File: src/rtl/fsd_pkg.sv
// fsd_pkg: shared types and constants for the flux stream decoder
// parse phases, event kinds, cell codes, block subtypes and the divide-by-1000 reciprocal
// no dependencies
package fsd_pkg;

  // stream cell and block codes
  localparam logic [7:0] BLOCK_CODE   = 8'h0d;
  localparam logic [7:0] CODE_F2_MAX  = 8'h07;
  localparam logic [7:0] CODE_NOP1    = 8'h08;
  localparam logic [7:0] CODE_NOP2    = 8'h09;
  localparam logic [7:0] CODE_NOP3    = 8'h0a;
  localparam logic [7:0] CODE_OVL16   = 8'h0b;
  localparam logic [7:0] CODE_FLUX3   = 8'h0c;

  localparam logic [31:0] OVL16_TICKS = 32'h0001_0000;

  // block subtypes
  localparam logic [7:0] SUB_INVALID = 8'h00;
  localparam logic [7:0] SUB_INFO    = 8'h01;
  localparam logic [7:0] SUB_INDEX   = 8'h02;
  localparam logic [7:0] SUB_END     = 8'h03;
  localparam logic [7:0] SUB_TEXT    = 8'h04;
  localparam logic [7:0] SUB_EOF     = 8'h0d;

  // register reset and width
  localparam int unsigned PS_W = 20;
  localparam logic [PS_W-1:0] PS_RESET = 20'd41619;

  // x / 1000 == (x * DIV_MAGIC) >> DIV_SHIFT, exact for every 32-bit x
  localparam int unsigned DIV_SHIFT = 38;
  localparam logic [28:0] DIV_MAGIC = 29'd274877907;
  localparam int unsigned QUOT_W    = 23;
  localparam logic [31:0] QUOT_LIMIT = 32'd4294968;

  typedef enum logic [3:0] {
    PH_CODE    = 4'd0,
    PH_F3HIGH  = 4'd1,
    PH_FLOW    = 4'd2,
    PH_SKIP2   = 4'd3,
    PH_SKIP1   = 4'd4,
    PH_BSUB    = 4'd5,
    PH_BSIZELO = 4'd6,
    PH_BSIZEHI = 4'd7,
    PH_BPAY    = 4'd8,
    PH_HALT    = 4'd9
  } phase_t;

  typedef enum logic [2:0] {
    EV_FLUX    = 3'd0,
    EV_INDEX   = 3'd1,
    EV_END     = 3'd2,
    EV_INVALID = 3'd3,
    EV_SUBTYPE = 3'd4,
    EV_EOF     = 3'd5
  } event_kind_t;

  localparam logic CMD_RESTART = 1'b1;

endpackage

File: src/rtl/flux_stream_decoder.sv
// A result passes the stage 1, stage 2 and output registers before it leaves on out_.
// Throughput: one input transaction per cycle while in_stall is low; after the byte parse the tick
// product and the divide-by-1000 reciprocal multiply each take one pipeline stage.
// Input is stalled only when all three result stages hold waiting transactions.
// Reset (rst_n low, synchronous) clears parse state, counters and pipeline valids and loads
// the tick period register with 41619 ps.
// flux_stream_decoder: byte parser, two multiply stages and output register
// depends on fsd_pkg
module flux_stream_decoder
  import fsd_pkg::*;
(
  input  logic                 clk,
  input  logic                 rst_n,
  // input channel
  input  logic                 in_valid,
  output logic                 in_stall,
  input  logic                 in_command,
  input  logic [7:0]           in_stream_byte,
  // result channel
  output logic                 out_valid,
  input  logic                 out_stall,
  output logic [2:0]           out_event_kind,
  output logic [31:0]          out_event_value,
  output logic [31:0]          out_stream_position,
  output logic [31:0]          out_flux_count,
  // configuration write channel
  input  logic                 cfg_valid,
  output logic                 cfg_ready,
  input  logic [PS_W-1:0]      cfg_picoseconds_per_tick
);

  // parse state
  phase_t      phase_r, phase_nxt;
  logic [31:0] acc_r, acc_nxt;
  logic [31:0] pos_r, pos_nxt;
  logic [31:0] cnt_r, cnt_nxt;
  logic [7:0]  held_r, held_nxt;
  logic [7:0]  sub_r, sub_nxt;
  logic [15:0] left_r, left_nxt;
  logic [3:0]  idx_r, idx_nxt;
  logic [31:0] word1_r, word1_nxt;
  logic [31:0] word2_r, word2_nxt;
  logic [PS_W-1:0] ps_r;

  // parse result
  logic        emit;
  event_kind_t emit_kind;
  logic [31:0] emit_value;

  // pipeline registers
  logic        s1_valid_r, s2_valid_r, out_valid_r;
  event_kind_t s1_kind_r, s2_kind_r, out_kind_r;
  logic [31:0] s1_value_r, s2_value_r, out_value_r;
  logic [31:0] s1_pos_r, s2_pos_r, out_pos_r;
  logic [31:0] s1_cnt_r, s2_cnt_r, out_cnt_r;

  logic        out_free, s2_free, s1_free, in_accept;
  logic [31:0] s1_prod;
  logic [60:0] s2_recip;
  logic [31:0] s2_value_sel;
  logic [15:0] size_full, left_dec;
  logic [31:0] flux_sum, word1_ins, word2_ins;

  // transaction flow: each stage moves when the next one is empty or moving
  assign out_free  = !out_valid_r || !out_stall;
  assign s2_free   = !s2_valid_r || out_free;
  assign s1_free   = !s1_valid_r || s2_free;
  assign in_stall  = !s1_free;
  assign in_accept = in_valid && s1_free;
  assign cfg_ready = 1'b1;

  // helper values for the parser
  assign size_full = {in_stream_byte, left_r[7:0]};
  assign left_dec  = left_r - 16'd1;
  assign word1_ins = word1_r | ({24'd0, in_stream_byte} << {idx_r[1:0], 3'b000});
  assign word2_ins = word2_r | ({24'd0, in_stream_byte} << {idx_r[1:0], 3'b000});

  // byte parser
  always_comb begin
    phase_nxt  = phase_r;
    acc_nxt    = acc_r;
    pos_nxt    = pos_r;
    cnt_nxt    = cnt_r;
    held_nxt   = held_r;
    sub_nxt    = sub_r;
    left_nxt   = left_r;
    idx_nxt    = idx_r;
    word1_nxt  = word1_r;
    word2_nxt  = word2_r;
    emit       = 1'b0;
    emit_kind  = EV_FLUX;
    emit_value = 32'd0;
    flux_sum   = acc_r + {24'd0, in_stream_byte};
    if (in_command == CMD_RESTART) begin
      phase_nxt = PH_CODE;
      acc_nxt   = 32'd0;
      pos_nxt   = 32'd0;
      cnt_nxt   = 32'd0;
      held_nxt  = 8'd0;
      sub_nxt   = 8'd0;
      left_nxt  = 16'd0;
      idx_nxt   = 4'd0;
      word1_nxt = 32'd0;
      word2_nxt = 32'd0;
    end else begin
      unique case (phase_r)
        PH_CODE: begin
          if (in_stream_byte == BLOCK_CODE) begin
            phase_nxt = PH_BSUB;
          end else begin
            pos_nxt = pos_r + 32'd1;
            priority if (in_stream_byte <= CODE_F2_MAX) begin
              held_nxt  = in_stream_byte;
              phase_nxt = PH_FLOW;
            end else if (in_stream_byte == CODE_NOP1) begin
              phase_nxt = PH_CODE;
            end else if (in_stream_byte == CODE_NOP2) begin
              phase_nxt = PH_SKIP1;
            end else if (in_stream_byte == CODE_NOP3) begin
              phase_nxt = PH_SKIP2;
            end else if (in_stream_byte == CODE_OVL16) begin
              acc_nxt = acc_r + OVL16_TICKS;
            end else if (in_stream_byte == CODE_FLUX3) begin
              phase_nxt = PH_F3HIGH;
            end else begin
              // one-byte flux cell
              emit       = 1'b1;
              emit_kind  = EV_FLUX;
              emit_value = flux_sum;
              acc_nxt    = 32'd0;
              cnt_nxt    = cnt_r + 32'd1;
            end
          end
        end
        PH_F3HIGH: begin
          pos_nxt   = pos_r + 32'd1;
          held_nxt  = in_stream_byte;
          phase_nxt = PH_FLOW;
        end
        PH_FLOW: begin
          pos_nxt    = pos_r + 32'd1;
          phase_nxt  = PH_CODE;
          emit       = 1'b1;
          emit_kind  = EV_FLUX;
          emit_value = acc_r + {16'd0, held_r, in_stream_byte};
          acc_nxt    = 32'd0;
          cnt_nxt    = cnt_r + 32'd1;
        end
        PH_SKIP2: begin
          pos_nxt   = pos_r + 32'd1;
          phase_nxt = PH_SKIP1;
        end
        PH_SKIP1: begin
          pos_nxt   = pos_r + 32'd1;
          phase_nxt = PH_CODE;
        end
        PH_BSUB: begin
          sub_nxt   = in_stream_byte;
          phase_nxt = PH_BSIZELO;
        end
        PH_BSIZELO: begin
          left_nxt  = {8'd0, in_stream_byte};
          phase_nxt = PH_BSIZEHI;
        end
        PH_BSIZEHI: begin
          left_nxt  = size_full;
          idx_nxt   = 4'd0;
          word1_nxt = 32'd0;
          word2_nxt = 32'd0;
          priority if (sub_r == SUB_INVALID) begin
            phase_nxt = PH_HALT;
            emit      = 1'b1;
            emit_kind = EV_INVALID;
          end else if (sub_r == SUB_EOF) begin
            phase_nxt = PH_HALT;
            emit      = 1'b1;
            emit_kind = EV_EOF;
          end else if (sub_r != SUB_INFO && sub_r != SUB_INDEX &&
                       sub_r != SUB_END && sub_r != SUB_TEXT) begin
            phase_nxt  = PH_HALT;
            emit       = 1'b1;
            emit_kind  = EV_SUBTYPE;
            emit_value = {24'd0, sub_r};
          end else if (size_full == 16'd0) begin
            // empty payload: an index reports offset zero, a zero end code is silent
            phase_nxt  = PH_CODE;
            emit       = (sub_r == SUB_INDEX);
            emit_kind  = EV_INDEX;
          end else begin
            phase_nxt = PH_BPAY;
          end
        end
        PH_BPAY: begin
          if (!idx_r[3] && !idx_r[2]) begin
            word1_nxt = word1_ins;
          end else if (!idx_r[3]) begin
            word2_nxt = word2_ins;
          end
          // saturate at eight, later bytes are skipped
          if (!idx_r[3]) begin
            idx_nxt = idx_r + 4'd1;
          end
          left_nxt = left_dec;
          if (left_dec == 16'd0) begin
            phase_nxt = PH_CODE;
            if (sub_r == SUB_INDEX) begin
              emit       = 1'b1;
              emit_kind  = EV_INDEX;
              emit_value = word1_nxt;
            end else if (sub_r == SUB_END && word2_nxt != 32'd0) begin
              emit       = 1'b1;
              emit_kind  = EV_END;
              emit_value = word2_nxt;
            end
          end
        end
        PH_HALT: begin
          phase_nxt = PH_HALT;
        end
        default: begin
          phase_nxt = PH_HALT;
        end
      endcase
    end
  end

  // parse state registers
  always_ff @(posedge clk) begin
    if (!rst_n) begin
      phase_r <= PH_CODE;
      acc_r   <= 32'd0;
      pos_r   <= 32'd0;
      cnt_r   <= 32'd0;
      held_r  <= 8'd0;
      sub_r   <= 8'd0;
      left_r  <= 16'd0;
      idx_r   <= 4'd0;
      word1_r <= 32'd0;
      word2_r <= 32'd0;
    end else if (in_accept) begin
      phase_r <= phase_nxt;
      acc_r   <= acc_nxt;
      pos_r   <= pos_nxt;
      cnt_r   <= cnt_nxt;
      held_r  <= held_nxt;
      sub_r   <= sub_nxt;
      left_r  <= left_nxt;
      idx_r   <= idx_nxt;
      word1_r <= word1_nxt;
      word2_r <= word2_nxt;
    end
  end

  // tick period register
  always_ff @(posedge clk) begin
    if (!rst_n) begin
      ps_r <= PS_RESET;
    end else if (cfg_valid && cfg_ready) begin
      ps_r <= cfg_picoseconds_per_tick;
    end
  end

  // stage valids
  always_ff @(posedge clk) begin
    if (!rst_n) begin
      s1_valid_r  <= 1'b0;
      s2_valid_r  <= 1'b0;
      out_valid_r <= 1'b0;
    end else begin
      if (s1_free) begin
        s1_valid_r <= in_accept && emit && (in_command != CMD_RESTART);
      end
      if (s2_free) begin
        s2_valid_r <= s1_valid_r;
      end
      if (out_free) begin
        out_valid_r <= s2_valid_r;
      end
    end
  end

  // stage 1: parsed event, flux carries its tick count in the value field
  always_ff @(posedge clk) begin
    if (s1_free) begin
      s1_kind_r  <= emit_kind;
      s1_value_r <= emit_value;
      s1_pos_r   <= pos_nxt;
      s1_cnt_r   <= cnt_r;
    end
  end

  // stage 2: ticks times tick period, wrapping to 32 bits
  assign s1_prod = 32'({12'd0, s1_value_r} * {32'd0, ps_r});

  always_ff @(posedge clk) begin
    if (s2_free) begin
      s2_kind_r  <= s1_kind_r;
      s2_value_r <= (s1_kind_r == EV_FLUX) ? s1_prod : s1_value_r;
      s2_pos_r   <= s1_pos_r;
      s2_cnt_r   <= s1_cnt_r;
    end
  end

  // output stage: divide by 1000 through the reciprocal multiply
  assign s2_recip     = {29'd0, s2_value_r} * {32'd0, DIV_MAGIC};
  assign s2_value_sel = (s2_kind_r == EV_FLUX) ?
                        {{(32-QUOT_W){1'b0}}, s2_recip[DIV_SHIFT +: QUOT_W]} : s2_value_r;

  always_ff @(posedge clk) begin
    if (out_free) begin
      out_kind_r  <= s2_kind_r;
      out_value_r <= s2_value_sel;
      out_pos_r   <= s2_pos_r;
      out_cnt_r   <= s2_cnt_r;
    end
  end

  assign out_valid           = out_valid_r;
  assign out_event_kind      = out_kind_r;
  assign out_event_value     = out_value_r;
  assign out_stream_position = out_pos_r;
  assign out_flux_count      = out_cnt_r;

`ifndef NO_ASSERTIONS
  // a restart clears the counters
  a_restart_clears: assert property (@(posedge clk) disable iff (!rst_n)
    in_accept && in_command == CMD_RESTART |=> pos_r == 32'd0 && cnt_r == 32'd0 &&
      phase_r == PH_CODE)
    else $error("restart did not clear parse state");

  // halted parser stays halted until a restart
  a_halt_holds: assert property (@(posedge clk) disable iff (!rst_n)
    in_accept && in_command != CMD_RESTART && phase_r == PH_HALT |=>
      phase_r == PH_HALT && !s1_valid_r)
    else $error("halted parser left halt or produced an event");

  // an emitted flux interval consumes the pending ticks
  a_flux_clears_acc: assert property (@(posedge clk) disable iff (!rst_n)
    in_accept && emit && emit_kind == EV_FLUX && in_command != CMD_RESTART |=>
      acc_r == 32'd0 && cnt_r == $past(cnt_r) + 32'd1)
    else $error("flux interval did not clear tick sum or bump count");

  // a divided 32-bit product cannot exceed its quotient range
  a_quot_range: assert property (@(posedge clk) disable iff (!rst_n)
    out_valid_r && out_kind_r == EV_FLUX |-> out_value_r < QUOT_LIMIT)
    else $error("flux interval out of range");
`endif

endmodule
File: config.mk
export PLATFORM = sky130hd
export DESIGN_NAME = flux_stream_decoder
export DESIGN_NICKNAME = d
export VERILOG_FILES = /design/src/rtl/fsd_pkg.sv /design/src/rtl/flux_stream_decoder.sv
export SDC_FILE = /design/constraint.sdc
export NUM_CORES = 2
export LEC_CHECK = 0
export BUFFER_PORTS_ARGS = -buffer_cell sky130_fd_sc_hd__clkbuf_2
export CORE_UTILIZATION = 35
export DETAILED_ROUTE_END_ITERATION = 10
export GPL_ROUTABILITY_DRIVEN = 0
export PLACE_DENSITY = 0.62
export SETUP_SLACK_MARGIN = 0.1
export SYNTH_ARGS = -nofsm -noshare
export SYNTH_HDL_FRONTEND = slang
export SYNTH_SLANG_ARGS = --single-unit
File: constraint.sdc
create_clock -name clk -period 7.7 [get_ports clk]
set_input_delay 1.54 -clock clk [delete_from_list [all_inputs] [get_ports clk]]
set_output_delay 1.54 -clock clk [all_outputs]
set_load 0.01 [all_outputs]
==> flow_metrics.tcl <==
set metrics [dict create \
    outcome "finished clean" \
    drv_slew 0 \
    synth_nets 6069 \
    grt_first_pass_wirelength_mm 194 \
    via_per_inst 4.93 \
    setup_tns_ns 0 \
    postSynth.asyncResetShare_pct 0 \
    postCtsHoldBufs 0 \
    cp.buffers_inverters 7 \
    synth_seq_cells 504 \
    cp.arrival_ns 7.70 \
    syn_area_sq_um 48300 \
    synth_top_area_share_pct 27.0 \
    hpwl_mm 97.5 \
    grt_util_all_layers_pct 17.5 \
    cp_slowest_cell "edfxtp_1" \
    pin_count 136 \
    h-tree-depth 2 \
    synth_common_cells "inv_1 (957), fa_1 (651), nand2_1 (499), ha_1 (476), edfxtp_1 (297)" \
    cap_violations 0 \
    crit_family "adder cells" \
    grt_pass1_vias 34700 \
    io_buffers 134 \
    synth-main-ff-cell "edfxtp_1" \
    dieHeight_microns 373 \
    antenna_cells 0 \
    synth_most_common_cell "inv_1" \
    syn_area_per_cell_sq_um 9.83 \
    fin_nets 6228 \
    tightest_slew_ns 1.19 \
    setup.worst_path.start_class "register" \
    crit_required_ns 8.04 \
    min_period_ns 7.36 \
    layout-drive-gt1-share_pct 9.06 \
    die_w_microns 373 \
    hold_viol 0 \
    finalSetupViolations 0 \
    cts_buffers 52 \
    first_pass_iters 6 \
    die_area_sq_um 139000 \
    grt_antenna_before_repair 0 \
    cts_tree "built" \
    clock_latency_ns 0.64 \
    period_share_pct 95.6 \
    hold_class "reg -> reg" \
    root_buffer "clkbuf_16" \
    synthTopCellsByArea "fa_1 (27%), edfxtp_1 (18%), ha_1 (12%), dfxtp_1 (8.6%), inv_1 (7.4%)" \
    clock_sinks 504 \
    yosysWarningCount 0 \
    clock_skew_ns 0.0360 \
    crit_fanout 7 \
    ant_nets 0 \
    clk_path_buf_depth 3 \
    drtIter0Drc 2227 \
    synth_edf_count 297 \
    cp_common_cell "fa_1" \
    critPathMaxStageDelay_ns 0.53 \
    end_kind "register" \
    yosys.area.top_type "fa_1" \
    coreArea_sq_um 136000 \
    wl_per_cell_microns 17.8 \
    grt.overflow.total 0 \
    slew_headroom_pct 19.8 \
    area_growth_pct 11.3 \
    synth.distinct_cells 81 \
    grt_start_max_net_pins 75 \
    wirelength_mm 123 \
    rsz0062_at_grt "yes" \
    rows 135 \
    seq_area_frac_synth_pct 27.1 \
    path_clk_slew_ns 0.08 \
    vias 34000 \
    fmax_mhz 136 \
    drc_errors 0 \
    synthCells 4908 \
    crit_type "reg -> reg" \
    floorplan.initialDensity_pct 35.5 \
]
==> worst register-to-register path, cell delays in order (launching register included) <==
cell      delay (ns)
edfxtp_1        0.53
buf_4           0.22
ha_1            0.31
fa_1            0.41
fa_1            0.49
inv_1           0.05
fa_1            0.47
inv_1           0.05
fa_1            0.49
fa_1            0.50
fa_1            0.50
inv_1           0.05
fa_1            0.47
inv_1           0.04
ha_1            0.32
a21oi_1         0.18
o21ai_0         0.16
nor2_1          0.23
nor4_4          0.07
buf_4           0.15
o211ai_1        0.33
o211ai_1        0.25
a31oi_2         0.31
buf_4           0.17
o21bai_1        0.08
xnor2_1         0.14
o21ai_0         0.09
==> path summary, 6_finish.rpt <==
kind	startpoint	end	slack, ns	cells after the start
max reg2reg	s2_value_r[8]	out_event_value[18]	0.34	26
min reg2reg	s2_cnt_r[11]	out_flux_count[11]	0.41	0
min	s2_cnt_r[11]	out_flux_count[11]	0.41	0
max	s2_value_r[8]	out_event_value[18]	0.34	26
==> layout make-up <==
cell class / count / area (sq um)
fill: 13400 / 82400
multi-input combinational: 3241 / 31000
sequential: 504 / 13100
inverter: 958 / 3600
tap: 1781 / 2230
timing repair buffer: 310 / 2080
clock buffer: 61 / 1370
clock inverter: 37 / 393
==> cell families after synthesis <==
logic type | count (synthesis) | share of synthesized area [%]
flops | 504 | 27.1
compound gates | 619 | 7.77
mux | 55 | 1.15
other cells | 1 | 0.00777
fa+ha+maj | 1127 | 39.3
buf+inv | 1163 | 9.12
simple gates | 1281 | 12.7
xor+xnor | 158 | 2.87
==> routing by layer <==
| layer | GRT usage (%) | vias up | share of wire, % |
|---|---|---|---|
| li1 | - | 16000 | - |
| met2 | 28.3 | 894 | 47 |
| met1 | 24.4 | 17000 | 45 |
| met3 | 2.67 | 168 | 5.6 |
| met5 | 0 | - | 0 |
| met4 | 4.88 | 0 | 2.7 |
==> placed cells by master, fill, tap and decap left out, drive strengths merged, types with 20 or more instances in the layout <==
master / count
inv: 964
and3: 22
clkbuf: 194
nor4: 22
fa: 651
a21oi: 231
dfxtp: 207
a21boi: 21
or3: 31
xor2: 78
ha: 476
o21ai: 154
and2: 202
nor2b: 69
mux2i: 50
nor3: 42
nand4: 34
nand2: 499
buf: 177
nand3: 50
xnor2: 80
a21o: 66
edfxtp: 297
a31oi: 20
nor2: 253
==> flip-flops by register name, summed over array words and instances, names as in the netlist, 3 cells and up <==
| name | flops |
|---|---|
| sub_r | 8 |
| s2_value_r | 32 |
| cnt_r | 32 |
| word1_r | 32 |
| s2_kind_r | 3 |
| phase_r | 4 |
| out_event_value | 32 |
| word2_r | 32 |
| held_r | 8 |
| idx_r | 4 |
| pos_r | 32 |
| out_stream_position | 32 |
| left_r | 16 |
| s2_pos_r | 32 |
| s1_cnt_r | 32 |
| s1_kind_r | 3 |
| s1_value_r | 32 |
| out_flux_count | 32 |
| s2_cnt_r | 32 |
| acc_r | 16 |
| ps_r | 20 |
| s1_pos_r | 32 |
| out_event_kind | 3 |
==> through the flow <==
stage	hold WS, ns	util, %	instances	setup slack, ns	area [sq um]
global placement	0.401	37.7	6741	0.133	51300
CTS	0.414	39.0	6839	0.114	53100
floorplan	0.400	-	4908	0.838	48300
global route	0.422	39.5	6892	0.0456	53700
detailed placement	0.405	37.7	6741	0.00568	51300
finish	0.413	39.5	6892	0.341	53700
==> timing repair <==
action	in CTS	in global routing
setup buffers	0	53
pin swaps	0	9
resized for setup	1	30
endpoints found under the setup margin	5	22
Power is not shown: default switching activity piles up to over one toggle a cycle in this logic, so the estimate is an artifact.
